## src/hw/rtl/lrc_pkg.sv

```systemverilog
// Shared types and constants of the LRU row cache.
package lrc_pkg;

  localparam int ENTRIES   = 512;
  localparam int IDX_W     = $clog2(ENTRIES);
  localparam int RANK_W    = IDX_W;
  localparam int CNT_W     = $clog2(ENTRIES + 1);
  localparam int KEY_W     = 31;
  localparam int WORD_W    = 32;
  localparam int CAP_W     = 10;
  localparam int OCC_W     = 10;
  localparam int CFG_IDX_W = 2;

  localparam logic [CAP_W-1:0] CAPACITY_RESET = CAP_W'(500);

  localparam logic [1:0] FUNC_LOOKUP = 2'd0;
  localparam logic [1:0] FUNC_INSERT = 2'd1;
  localparam logic [1:0] FUNC_REMOVE = 2'd2;
  localparam logic [1:0] FUNC_CLEAR  = 2'd3;

  localparam logic [CFG_IDX_W-1:0] REG_CAPACITY = CFG_IDX_W'(0);
  localparam logic [CFG_IDX_W-1:0] REG_TRACKING = CFG_IDX_W'(1);

  typedef struct packed {
    logic              valid;
    logic [RANK_W-1:0] rank;
    logic [KEY_W-1:0]  key;
  } tag_t;

  typedef struct packed {
    logic [WORD_W-1:0] payload;
    logic [WORD_W-1:0] color;
  } dat_t;

  typedef struct packed {
    logic [IDX_W-1:0] rd_addr;
    logic             tag_we;
    logic [IDX_W-1:0] tag_waddr;
    tag_t             tag_wdata;
    logic             dat_we;
    logic [IDX_W-1:0] dat_waddr;
    dat_t             dat_wdata;
  } store_req_t;

  typedef struct packed {
    tag_t tag;
    dat_t dat;
  } store_rsp_t;

  typedef struct packed {
    logic [1:0]        func;
    logic [KEY_W-1:0]  key;
    logic [WORD_W-1:0] payload;
    logic [WORD_W-1:0] color;
  } op_t;

  typedef struct packed {
    logic              hit;
    logic [WORD_W-1:0] payload;
    logic [WORD_W-1:0] color;
    logic [OCC_W-1:0]  occupancy;
    logic [WORD_W-1:0] hits;
    logic [WORD_W-1:0] misses;
  } res_t;

endpackage

```

## src/hw/rtl/lrc_seq.sv

```systemverilog
// Sequencer: sweeps the entries through one shared compare/update path.
module lrc_seq (
  input  logic                          clk,
  input  logic                          rst,
  input  logic                          start,
  input  lrc_pkg::op_t                  op,
  input  logic [lrc_pkg::CAP_W-1:0]     capacity,
  input  logic                          tracking,
  output logic                          idle,
  input  logic                          out_free,
  output logic                          res_valid,
  output lrc_pkg::res_t                 res,
  output lrc_pkg::store_req_t           req,
  input  lrc_pkg::store_rsp_t           rsp
);

  typedef enum logic [4:0] {
    ST_INIT = 5'b00001,
    ST_IDLE = 5'b00010,
    ST_SCAN = 5'b00100,
    ST_UPD  = 5'b01000,
    ST_DONE = 5'b10000
  } state_t;

  typedef enum logic [1:0] {
    MODE_TOUCH,
    MODE_DROP,
    MODE_NEW,
    MODE_CLR
  } mode_t;

  localparam int IW = lrc_pkg::IDX_W;

  state_t                       state;
  mode_t                        mode;
  lrc_pkg::op_t                 cur;
  logic [IW:0]                  cnt;
  logic                         pend;
  logic [IW-1:0]                pidx;
  logic                         found;
  logic [IW-1:0]                slot;
  logic [lrc_pkg::RANK_W-1:0]   slot_rank;
  logic                         free_found;
  logic [IW-1:0]                free_slot;
  logic [IW-1:0]                lru_slot;
  logic                         evict;
  logic [IW-1:0]                new_slot;
  logic [lrc_pkg::CNT_W-1:0]    vc;
  logic [lrc_pkg::WORD_W-1:0]   hits;
  logic [lrc_pkg::WORD_W-1:0]   misses;
  logic                         hit;
  logic [lrc_pkg::WORD_W-1:0]   hit_payload;
  logic [lrc_pkg::WORD_W-1:0]   hit_color;

  logic                         issue;
  logic                         pass_end;
  logic                         sweeping;
  logic [lrc_pkg::CAP_W-1:0]    cap_clamp;
  logic                         evict_c;
  logic [IW-1:0]                new_slot_c;
  logic                         have_slot_c;
  lrc_pkg::tag_t                t;
  lrc_pkg::tag_t                nt;

  assign t        = rsp.tag;
  assign sweeping = (state == ST_SCAN) || (state == ST_UPD) || (state == ST_INIT);
  assign issue    = sweeping && (cnt < (IW + 1)'(lrc_pkg::ENTRIES));
  assign pass_end = sweeping && !issue && !pend;

  always_comb begin
    cap_clamp = capacity;
    if (capacity == '0) begin
      cap_clamp = lrc_pkg::CAP_W'(1);
    end else if (capacity > lrc_pkg::CAP_W'(lrc_pkg::ENTRIES)) begin
      cap_clamp = lrc_pkg::CAP_W'(lrc_pkg::ENTRIES);
    end
  end

  always_comb begin
    evict_c     = (vc >= lrc_pkg::CNT_W'(cap_clamp)) && (vc != '0);
    new_slot_c  = free_slot;
    if (evict_c && !(free_found && (free_slot < lru_slot))) begin
      new_slot_c = lru_slot;
    end
    have_slot_c = evict_c || free_found;
  end

  // read-modify-write of one tag per cycle
  always_comb begin
    nt = t;
    if (state == ST_INIT) begin
      nt = '0;
    end else begin
      case (mode)
        MODE_TOUCH: begin
          if (pidx == slot) begin
            nt.rank = '0;
          end else if (t.valid && (t.rank < slot_rank)) begin
            nt.rank = t.rank + lrc_pkg::RANK_W'(1);
          end
        end
        MODE_DROP: begin
          if (pidx == slot) begin
            nt.valid = 1'b0;
          end else if (t.valid && (t.rank > slot_rank)) begin
            nt.rank = t.rank - lrc_pkg::RANK_W'(1);
          end
        end
        MODE_NEW: begin
          // all survivors are younger than the evicted entry, so each ages by one
          if (pidx == new_slot) begin
            nt.valid = 1'b1;
            nt.rank  = '0;
            nt.key   = cur.key;
          end else if (evict && (pidx == lru_slot)) begin
            nt.valid = 1'b0;
          end else if (t.valid) begin
            nt.rank = t.rank + lrc_pkg::RANK_W'(1);
          end
        end
        MODE_CLR: begin
          nt = '0;
        end
        default: begin
          nt = t;
        end
      endcase
    end
  end

  always_comb begin
    req.rd_addr       = cnt[IW-1:0];
    req.tag_we        = pend && ((state == ST_UPD) || (state == ST_INIT));
    req.tag_waddr     = pidx;
    req.tag_wdata     = nt;
    req.dat_we        = pass_end && (state == ST_SCAN) && (cur.func == lrc_pkg::FUNC_INSERT)
                        && (found || have_slot_c);
    req.dat_waddr     = found ? slot : new_slot_c;
    req.dat_wdata     = '{payload: cur.payload, color: cur.color};
  end

  assign idle      = (state == ST_IDLE);
  assign res_valid = (state == ST_DONE);

  always_comb begin
    res.hit       = hit;
    res.payload   = hit ? hit_payload : '0;
    res.color     = hit ? hit_color : '0;
    res.occupancy = lrc_pkg::OCC_W'(vc);
    res.hits      = hits;
    res.misses    = misses;
  end

  always_ff @(posedge clk) begin
    if (rst) begin
      state  <= ST_INIT;
      cnt    <= '0;
      pend   <= 1'b0;
      vc     <= '0;
      hits   <= '0;
      misses <= '0;
      hit    <= 1'b0;
      mode   <= MODE_CLR;
    end else begin
      pend <= issue;
      pidx <= cnt[IW-1:0];
      if (issue) begin
        cnt <= cnt + (IW + 1)'(1);
      end
      case (state)
        ST_INIT: begin
          if (pass_end) begin
            state <= ST_IDLE;
          end
        end
        ST_IDLE: begin
          if (start) begin
            cur        <= op;
            cnt        <= '0;
            found      <= 1'b0;
            free_found <= 1'b0;
            lru_slot   <= '0;
            free_slot  <= '0;
            hit        <= 1'b0;
            state      <= ST_SCAN;
          end
        end
        ST_SCAN: begin
          if (pend) begin
            if (t.valid && (t.key == cur.key) && !found) begin
              found       <= 1'b1;
              slot        <= pidx;
              slot_rank   <= t.rank;
              hit_payload <= rsp.dat.payload;
              hit_color   <= rsp.dat.color;
            end
            if (!t.valid && !free_found) begin
              free_found <= 1'b1;
              free_slot  <= pidx;
            end
            if (t.valid && (lrc_pkg::CNT_W'(t.rank) == vc - lrc_pkg::CNT_W'(1))) begin
              lru_slot <= pidx;
            end
          end
          if (pass_end) begin
            cnt   <= '0;
            case (cur.func)
              lrc_pkg::FUNC_LOOKUP: begin
                if (found) begin
                  hit   <= 1'b1;
                  mode  <= MODE_TOUCH;
                  state <= ST_UPD;
                  if (tracking && (hits != '1)) begin
                    hits <= hits + lrc_pkg::WORD_W'(1);
                  end
                end else begin
                  state <= ST_DONE;
                  if (tracking && (misses != '1)) begin
                    misses <= misses + lrc_pkg::WORD_W'(1);
                  end
                end
              end
              lrc_pkg::FUNC_INSERT: begin
                if (found) begin
                  mode  <= MODE_TOUCH;
                  state <= ST_UPD;
                end else if (have_slot_c) begin
                  mode     <= MODE_NEW;
                  evict    <= evict_c;
                  new_slot <= new_slot_c;
                  state    <= ST_UPD;
                  if (!evict_c) begin
                    vc <= vc + lrc_pkg::CNT_W'(1);
                  end
                end else begin
                  state <= ST_DONE;
                end
              end
              lrc_pkg::FUNC_REMOVE: begin
                if (found) begin
                  mode  <= MODE_DROP;
                  state <= ST_UPD;
                  if (vc != '0) begin
                    vc <= vc - lrc_pkg::CNT_W'(1);
                  end
                end else begin
                  state <= ST_DONE;
                end
              end
              default: begin
                mode   <= MODE_CLR;
                state  <= ST_UPD;
                vc     <= '0;
                hits   <= '0;
                misses <= '0;
              end
            endcase
          end
        end
        ST_UPD: begin
          if (pass_end) begin
            state <= ST_DONE;
          end
        end
        ST_DONE: begin
          if (out_free) begin
            state <= ST_IDLE;
          end
        end
        default: begin
          state <= ST_INIT;
        end
      endcase
    end
  end

endmodule

```

## config.mk

```make
export PLATFORM = sky130hd
export DESIGN_NAME = lrc_seq
export DESIGN_NICKNAME = d
export VERILOG_FILES = /design/src/hw/rtl/lrc_pkg.sv /design/src/hw/rtl/lrc_seq.sv
export SDC_FILE = /design/constraint.sdc
export NUM_CORES = 1
export LEC_CHECK = 0
export BUFFER_PORTS_ARGS = -buffer_cell sky130_fd_sc_hd__buf_4
export CORE_AREA = 4 4 189 191
export CTS_BUF_LIST = sky130_fd_sc_hd__clkbuf_16
export DETAILED_ROUTE_END_ITERATION = 16
export DIE_AREA = 0 0 193 195
export PLACE_DENSITY = 0.8
export SLEW_MARGIN = 20
export SYNTH_ARGS = -nofsm -noshare
export SYNTH_HDL_FRONTEND = slang
export SYNTH_SLANG_ARGS = --single-unit
```

## constraint.sdc

```tcl
create_clock -name clk -period 15.27 [get_ports clk]
set_input_delay 1.527 -clock clk [delete_from_list [all_inputs] [get_ports clk]]
set_output_delay 1.527 -clock clk [all_outputs]
set_load 0.005 [all_outputs]
```

Word-level counts from Yosys, hierarchy flattened. Index checks and enable logic that the tools add are counted.

Register bits after elaboration: 311. Latch bits: 0. Bits in writable memories: 0. Memory bits (read-only): 0. Input port bits: 217. Output and inout bits: 275. Word-level logic and storage cells: 196. Memories kept: 0.

Add/subtract/negate cells: 7. $mul: 0. Div/mod/pow operators: 0. $lt $le $gt $ge: 6. Equality and inequality tests: 38. Shifts and indexed selects: 0. Multiplexer cells: 69. Bitwise operators: 4. Reduce and logical (&&, ||, !) cells: 49.

Operators by type and width (count): $mux 32 (6); $pmux 32 s2 (2); $mux 9 (13); $mux 10 (11); $add 32x1->32 const B (2); $ne 32x32->1 const B (2); $pmux 31 s2 (1); $mux 41 (1); $mux 5 (8); $reduce_and 5->1 (8); $pmux 9 s2 (2); $pmux 9 s4 (1); $ne 2x2->1 const B (16); $eq 31x31->1 (1); $mux 31 (1); $pmux 10 s3 (1); $eq 9x9->1 (3); $pmux 5 s5 (1); $add 10x1->10 const B (2); $pmux 10 s2 (1); $logic_and 1x1->1 (19); $lt 9x9->1 (2); $eq 9x10->1 (1); $ge 10x10->1 (1); 33 further kinds (67).

Depth between registers and ports, before layout. Gate-level depths: netlist (run 1).

Word-level depth: 11. Mapped depth: 12. Gate-level depth less buffers: 11.

Worst setup path before layout (run 1). Ideal clock, no wire load.

Kind: input to register. Start: input rsp[104] (netlist bit). End: register hit_color[0] (netlist bit), enable pin. Library setup time: 0.753 ns. Arrival time: 10.885 ns. Data required time: 14.517 ns. Slack: 3.633 ns. Cell stages on the path: 6. Buffers on the path: 2. Path through: clkbuf_1 clkbuf_1 nand3_1 nor4_1 nand4_1 nor4b_1.

Cells in the longest elaborated chain, start to end: 3.

RTL lines: from (decl) (RTL line lrc_seq.sv:14) `input lrc_pkg::store_rsp_t rsp`; $logic_and 1x1->1 (2 in a row) (RTL line lrc_seq.sv:190) `if (t.valid && (t.key == cur.key) && !found) begin`; $reduce_and 4->1 (no line); to (signal assigned) (RTL line lrc_seq.sv:195) `hit_color <= rsp.dat.color;`; to (decl) (RTL line lrc_seq.sv:53) `logic [lrc_pkg::WORD_W-1:0] hit_color;`.

No other way between the ends. A chain may end at the register's enable or synchronous reset.

==> results of run 1 <==
-- flip-flops by register name (all words and copies together), names as in the netlist --
name,flops
state,5
cnt,10
hits,32
slot,9
new_slot,9
free_found,1
found,1
cur,33
slot_rank,9
free_slot,9
hit_color,32
mode,2
lru_slot,9
hit_payload,32
misses,32
req,64
hit,1
evict,1
pend,1
vc,10
pidx,9
-- layout make-up --
cell class	instances	area share
inverters	54	0.00993
diodes	1	0.000123
clock inverters	29	0.0148
clock buffers	37	0.0454
flip-flops and latches	311	0.412
well taps	455	0.0279
multi-input cells	939	0.305
repair buffers	502	0.185
-- cell usage after synthesis (all sizes together) (3+ instances only) --
cell type,n
and2,71
o221ai,3
nor2,147
a22o,3
or4,4
a211oi,10
or2,3
xnor2,72
nor4,21
nor3b,3
and4,10
mux2,18
a221o,3
a31oi,4
inv,51
or3,18
o31ai,4
o211ai,3
o311ai,3
o21ai,33
dfxtp,93
and3,40
nand2,74
nand2b,6
nand3,46
o31a,4
xor2,78
a21oi,46
ha,39
o22ai,6
nand4,48
edfxtp,218
a21o,7
nor2b,7
a41o,3
buf,83
a22oi,32
clkinv,3
mux2i,11
o21a,4
clkbuf,57
o2111ai,3
nor3,31
-- per-stage QoR --
| stage | cells | power (W) |
|---|---|---|
| final | 2328 | 0.00201 |
| after global routing | 2328 | 0.00209 |
| after CTS | 2327 | 0.00203 |
| after detailed placement | 2261 | 0.00114 |
| after global placement | 2261 | 0.00113 |
| after floorplan | 1444 | 0.00104 |
-- layer usage --
layer  vias up  part of all wire
li1       5931                 -
met1      6050              0.37
met2       684              0.48
met3       112              0.10
met4         4             0.039
met5         -           0.00072
-- power groups by stage --
stage          Clock (W)  Combinational (W)  Sequential, W
6_report        0.000890           0.000184       0.000936
5_1_grt         0.000954           0.000199       0.000938
4_1_cts         0.000914           0.000185       0.000935
3_5_place_dp           0           0.000184       0.000953
3_3_place_gp           0           0.000178       0.000952
2_1_floorplan          0          0.0000999       0.000943
-- final timing paths --
check	start	to	slack, ns	depth (start not counted)
min reg2reg	hits[19]	hits[19]	0.52	2
min	hits[19]	hits[19]	0.52	2
max reg2reg	vc[0]	new_slot[7]	11.89	8
max	capacity[5]	req[68]	9.43	13
-- logic make-up (layout without fill, tap and decap cells) --
logic type               count (synthesis)  after routing  synth area share
AND/OR/NAND/NOR                        532            532             0.177
flip-flops                             311            311             0.538
buffers and inverters                  194            622            0.0652
AO/OA/AOI/OAI                          189            189            0.0844
XOR/XNOR                               150            150            0.0841
adder cells (fa/ha/maj)                 39             39            0.0312
multiplexers                            29             29            0.0200
other                                    0              1                 0
-- tightest hold or removal path: stages (launching register included) --
cell and delay (ns):
dfxtp_1 0.33, o21ai_0 0.08, a21oi_1 0.06
==> metrics.txt, run 1 <==
status finished clean; Leak 8.24 nW; Final Util 0.598; worst setup margin 9.43 ns; Post-CTS Resized 0; largest cells by area after synthesis edfxtp_1 (42%), dfxtp_1 (12%), xor2_1 (4.4%); Max Slew Vio Count 0; clk_lat worst skew 0.56 ns; Max Freq 171 MHz; crit end category output port; GPL Wtd Cong 0.905; clock power share 0.443; Tcrit/Tclk final 0.382; initial core utilization 0.458; number of flops mapped to enable cells by yosys 218; critical path fanouts, max 9; Clock Skews 0.0275 ns; met1 Resource Use GR 0.283; Max Root-Sink Buffers 3; Seq cells post-synth 311; GRT busiest layer met2; Worst-Margin Slew 1.09 ns; Switching Power 0.000476 W; Syn Nets 1700; Final HPWL DP 35200 um; internal power 0.00153 W; placed inst area 19200 sq um; Async SR Flop Fraction 0; YS warnings 0; Vias per Instance 5.49; Post-CTS Repair Setup Buffers 0; cts hold-fix bufs 0; Avg Cell Area, Syn 10.8 sq um; unique cell type count in the Yosys netlist 73; DR pass1 iterations 6; initial antenna violation count 3; minimum clock period 5.84 ns; Multi-input gate area 6240 sq um; final setup vio count 0; register area share after synthesis 0.538; crit path DAT 4.31 ns; layout cell share with drive strength beyond 1 0.318; 1st-iter DRT viols 1106; CP required 13.74 ns; row count 68; max incr delay on CP 0.53 ns; die footprint 37600 sq um; most frequent cells in the layout buf_4 (502), edfxtp_1 (218), nor2_1 (145); sequential fraction of design power 0.466; met3 Track Usage GR 0.0779; wire length of the first global-routing pass 70900 um; largest area contributor in the netlist edfxtp_1; largest net degree at the start of global routing 83; prevailing post-synth register cell edfxtp_1; total gr overflow 0; Die Wd 193 um; root buf cell clkbuf_16; antenna-violating nets left 0; Sequential Area 8410 sq um; Combinational Power Share 0.092; vias in the first global route 12.7k; CTS Sinks 311; drt wl/cell 20.2 um; final hold vios 0; Core ar. 34100 sq um; area grow syn2layout 30.7%; top cell type's share of synthesized area 0.419; Max-slew headroom 0.270; hold slack final 0.520 ns; unrepaired setup endpoints after global routing no; routed via count 12.8k; Max-Cap Viols 0; die height 195 um; Worst VDD drop 0.125 mV; type of the worst setup path input pin to output port; Cell Pwr Density 98.5 nW/um^2; critical path's slowest cell o221ai_2; Worst path top cell family by delay compound AO/OA/AOI/OAI gates; CP bufs+invs 2; # fillers 2736; sw frac 0.237; Hold Crit Class register to register; Cell Chain, Critical Path buf_4 -> nor4_1 -> a21oi_1 -> nor2_1 -> ha_1 -> nand2b_1 -> a21oi_1 -> o21a_1 -> o221ai_2 -> nand3_2 -> mux2_2 -> mux2_2 -> buf_4; pre-CTS WS 9.50 ns; H-Tree Level Count 2; I/O pin count 492; PortBufs 491; Post-Syn Instances 1444; synthesized cell area 15600 sq um; fin nets 2100; design area 20400 sq um; Clk pin slew, worst setup/hold paths 0.06 ns; GR Layer Usage met2 0.401; most common cell after layout, fill and taps aside buf_4; Remaining DRCs 0; TritonCTS clock tree done; Num CTS Buffers 36; final WL 47100 um; GRT Overall Usage 0.238; critical path startpoint category input pin; setup TNS 0 ns
Power figures use the tool's default switching activity.
==> run 2: changes to the inputs <==
--- a/config.mk
+++ b/config.mk
@@ -6,11 +6,11 @@
 export NUM_CORES = 1
 export LEC_CHECK = 0
 export BUFFER_PORTS_ARGS = -buffer_cell sky130_fd_sc_hd__buf_4
-export CORE_AREA = 4 4 189 191
+export CORE_AREA = 4 4 188 190
 export CTS_BUF_LIST = sky130_fd_sc_hd__clkbuf_16
 export DETAILED_ROUTE_END_ITERATION = 16
-export DIE_AREA = 0 0 193 195
-export PLACE_DENSITY = 0.8
+export DIE_AREA = 0 0 192 194
+export PLACE_DENSITY = 0.84
 export SLEW_MARGIN = 20
 export SYNTH_ARGS = -nofsm -noshare
 export SYNTH_HDL_FRONTEND = slang
==> constraint.sdc (replaced) <==
create_clock -name clk -period 5.1 [get_ports clk]
set_input_delay 0.51 -clock clk [delete_from_list [all_inputs] [get_ports clk]]
set_output_delay 0.51 -clock clk [all_outputs]
set_load 0.005 [all_outputs]
==> metrics.txt, run 2 (synthesized netlist as in run 1, its figures left out) <==
status finished clean; hold slack final 0.153 ns; Num CTS Buffers 36; Cell Pwr Density 283 nW/um^2; FF-to-FF End lru_slot[1]; die height 194 um; die footprint 37200 sq um; number of flip-flops in the largest register 64; Vias per Instance 5.47; layout cell share with drive strength beyond 1 0.315; Clk pin slew, worst setup/hold paths 0.06 ns; Worst R2R Path Depth 7; TritonCTS clock tree done; Placed Cells 2254; max incr delay on CP 0.81 ns; Worst Setup EP req[93]; most frequent cells in the layout buf_4 (500), edfxtp_1 (218), nor2_1 (145); CP required 4.59 ns; setup slack, reg-to-reg 1.71 ns; # fillers 2677; reg-to-reg startpoint vc[3]; vias in the first global route 12.6k; Critical Path Stages 8; total gr overflow 0; Cell Chain, Critical Path xnor2_1 -> nand4_1 -> nor4_2 -> or2_2 -> nand2_1 -> a22oi_1 -> nor2_1 -> buf_4; 1st-iter DRT viols 974; crit end category output port; critical path fanouts, max 28; setup TNS 0 ns; Leak 8.21 nW; fin nets 2100; Multi-input gate area 6240 sq um; Worst VDD drop 0.322 mV; type of the worst setup path register to output port; DR pass1 iterations 5; Worst-Margin Slew 1.07 ns; routed via count 12.7k; wire length of the first global-routing pass 70500 um; GPL Wtd Cong 0.911; initial antenna violation count 0; Critical Path Source pidx[6]; critical path startpoint category register; PortBufs 491; final std cells w/o fill 2316; Worst path top cell family by delay simple AND/OR/NAND/NOR gates; most common cell after layout, fill and taps aside buf_4; Max Slew Vio Count 0; Diodes inserted 0; initial core utilization 0.467; Hold Crit Class input pin to register; Tcrit/Tclk final 0.875; cts hold-fix bufs 0; Core ar. 33400 sq um; unrepaired setup endpoints after global routing no; Clock Skews 0.0257 ns; clk_lat worst skew 0.53 ns; Remaining DRCs 0; I/O pin count 492; critical path's slowest cell nor4_2; Max Freq 224 MHz; Max-slew headroom 0.286; Post-CTS Resized 0; Final HPWL DP 35100 um; antenna-violating nets left 0; final setup vio count 0; crit path DAT 3.95 ns; minimum clock period 4.46 ns; final WL 46400 um; Max-Cap Viols 0; root buf cell clkbuf_16; Die Wd 192 um; Post-CTS Repair Setup Buffers 0; largest net degree at the start of global routing 98; H-Tree Level Count 2; row count 67; CTS Sinks 311; Max Root-Sink Buffers 3; CP bufs+invs 1; Sequential Area 8410 sq um; GRT Overall Usage 0.237; drt wl/cell 20.0 um; final hold vios 0; area grow syn2layout 29.9%
[run 2: changes by cell type in the layout (fill, tap and decap cells not counted), sizes merged]
cell,change
bufinv,-5
diode,-1
clkinvlp,-1
clkbuf,+2
inv,+5
clkinv,-5
[run 2: worst min path at each step]
stage                       start               to  cells after the start
final                     rsp[61]  hit_payload[29]                      1
after global routing       op[14]          req[14]                      1
after CTS                 rsp[61]  hit_payload[29]                      1
after detailed placement  hits[1]          hits[1]                      2
after global placement    hits[1]          hits[1]                      2
after floorplan            cnt[5]          pidx[5]                      0
[run 2: per-stage QoR]
step	util	worst slack, ns	total power (W)	cell area, sq um
floorplan	-	0.487	0.00312	15600
global placement	0.574	1.33	0.00339	19200
detailed placement	0.574	1.24	0.00340	19200
CTS	0.607	0.678	0.00578	20300
global route	0.607	0.445	0.00597	20300
finish	0.607	0.637	0.00573	20300
[run 2: report_power, final]
part           internal (W)  switching [W]
clock network       0.00138        0.00100
registers           0.00274      0.0000632
logic              0.000263       0.000291
[run 2: layout make-up]
class                      count  area share
sequential                   311       0.414
multi-input combinational    939       0.307
timing repair buffer         502       0.187
clock buffer                  39      0.0481
tap                          448      0.0276
inverter                      54     0.00999
clock inverter                23     0.00573
[run 2: layer usage]
layer | share of wire | routed length (um) | up-vias | GRT usage
li1 | - | - | 5907 | -
met1 | 0.39 | 17900 | 6054 | 0.288
met2 | 0.49 | 22800 | 616 | 0.407
met3 | 0.090 | 4190 | 85 | 0.0639
met4 | 0.032 | 1500 | 0 | 0.0827
met5 | 0 | 0 | - | 0
==> run 3: changes to the inputs <==
--- a/config.mk
+++ b/config.mk
@@ -6,11 +6,11 @@
 export NUM_CORES = 1
 export LEC_CHECK = 0
 export BUFFER_PORTS_ARGS = -buffer_cell sky130_fd_sc_hd__buf_4
-export CORE_AREA = 4 4 188 190
+export CORE_AREA = 2 2 191 193
 export CTS_BUF_LIST = sky130_fd_sc_hd__clkbuf_16
 export DETAILED_ROUTE_END_ITERATION = 16
-export DIE_AREA = 0 0 192 194
-export PLACE_DENSITY = 0.84
+export DIE_AREA = 0 0 193 195
+export PLACE_DENSITY = 0.8
 export SLEW_MARGIN = 20
 export SYNTH_ARGS = -nofsm -noshare
 export SYNTH_HDL_FRONTEND = slang
==> metrics.txt, run 3 (synthesized netlist as in run 1, its figures left out) <==
status finished clean; 1st-iter DRT viols 943; Post-CTS Repair Setup Buffers 0; initial core utilization 0.441; Max Root-Sink Buffers 3; area grow syn2layout 31.8%; GPL Wtd Cong 0.897; drt wl/cell 19.4 um; WHS Endpoint hit_color[26]; critical path's slowest cell dfxtp_1; die height 195 um; critical path fanouts, max 12; setup slack, reg-to-reg 1.77 ns; Cell Chain, Critical Path inv_1 -> ha_1 -> nand2b_1 -> a21oi_1 -> o21a_1 -> o221ai_2 -> nand3_2 -> mux2_2 -> mux2_2 -> buf_4; Max Slew Vio Count 0; critical path startpoint category register; crit path DAT 3.77 ns; layout cell share with drive strength beyond 1 0.322; antenna-violating nets left 0; Hold Crit Class input pin to register; total gr overflow 0; Final HPWL DP 33500 um; final WL 45300 um; Vias per Instance 5.46; Remaining DRCs 0; Switching Power 0.00146 W; sequential fraction of design power 0.449; beginning of the worst hold path rsp[26]; Die Wd 193 um; clk_lat worst skew 0.56 ns; GRT Overall Usage 0.230; Critical Path Stages 10; Leak 8.32 nW; Post-CTS Resized 0; cts hold-fix bufs 0; clock power share 0.461; die footprint 37600 sq um; placed inst area 19200 sq um; final setup vio count 0; Diodes inserted 0; Core ar. 35400 sq um; wire length of the first global-routing pass 67900 um; Worst VDD drop 0.314 mV; final hold vios 0; most common cell after layout, fill and taps aside buf_4; final std cells w/o fill 2338; sw frac 0.234; minimum clock period 4.28 ns; most frequent cells in the layout buf_4 (504), edfxtp_1 (218), nor2_1 (145); Cell Pwr Density 303 nW/um^2; initial antenna violation count 0; largest net degree at the start of global routing 83; routed via count 12.8k; Combinational Power Share 0.089; Final Util 0.581; CTS Sinks 311; setup TNS 0 ns; fin nets 2105; Num CTS Buffers 37; I/O pin count 492; Worst-Margin Slew 0.990 ns; number of flip-flops in the largest register 64; Max Freq 234 MHz; Placed Cells 2271; TritonCTS clock tree done; DR pass1 iterations 5; CP bufs+invs 2; CP required 4.59 ns; most used cell, CP mux2_2; H-Tree Level Count 2; worst setup margin 0.822 ns; Worst R2R Path Depth 7; root buf cell clkbuf_16; max incr delay on CP 0.61 ns; row count 69; internal power 0.00478 W; pre-CTS WS 1.18 ns; FF-to-FF End hits[25]; reg-to-reg startpoint cur[95]; type of the worst setup path register to output port; Max-Cap Viols 0; Tcrit/Tclk final 0.839; Clk pin slew, worst setup/hold paths 0.06 ns; # fillers 2896; crit end category output port; Clock Skews 0.0220 ns; PortBufs 491; unrepaired setup endpoints after global routing no; hold path cells 1; vias in the first global route 12.5k; Max-slew headroom 0.339; Worst path top cell family by delay compound AO/OA/AOI/OAI gates; design area 20600 sq um
==> run 3: power groups by stage <==
stage | logic (W) | registers [W] | clock network [W]
6_report | 0.000557 | 0.00280 | 0.00288
5_1_grt | 0.000604 | 0.00281 | 0.00302
4_1_cts | 0.000556 | 0.00280 | 0.00292
3_5_place_dp | 0.000554 | 0.00285 | 0
3_3_place_gp | 0.000538 | 0.00285 | 0
2_1_floorplan | 0.000301 | 0.00282 | 0
==> run 3: final cells by class <==
cell class	instances	area (sq um)	share of cell area
Multi-Input combinational cell	939	6240	0.303
Clock inverter	29	382	0.0185
Timing Repair Buffer	506	3820	0.186
Inverter	54	203	0.00985
Sequential cell	311	8410	0.409
Clock buffer	38	951	0.0462
Tap cell	461	577	0.0280
==> run 3: worst register-to-register path, stage by stage, from the launching register on <==
cell and delay [ns]:
edfxtp_1 0.38, inv_1 0.07, ha_1 0.46, or3b_2 0.59, or3_1 0.45, o21ai_4 0.72, buf_4 0.44, nor2_1 0.10
==> run 3: worst max-delay path by stage <==
stage                      startpoint  slack (ns)           end
after global routing            vc[4]        0.53       req[69]
final                           vc[0]        0.82       req[69]
after CTS                       vc[0]        0.78       req[69]
after detailed placement  capacity[5]        1.18       req[69]
after global placement    capacity[5]        1.27       req[64]
after floorplan              rsp[104]        0.49  hit_color[0]
==> run 3: per-stage QoR <==
stage	hold slack [ns]	total power (W)
global placement	0.477	0.00339
CTS	0.0965	0.00628
detailed placement	0.494	0.00341
floorplan	0.466	0.00312
finish	0.126	0.00624
global route	0.0995	0.00643
==> run 3: layer usage <==
metal | up-vias | share of wire | track usage
li1 | 5926 | - | -
met1 | 6125 | 0.39 | 0.281
met2 | 630 | 0.49 | 0.393
met3 | 90 | 0.090 | 0.0584
met4 | 0 | 0.028 | 0.0811
met5 | - | 0 | 0
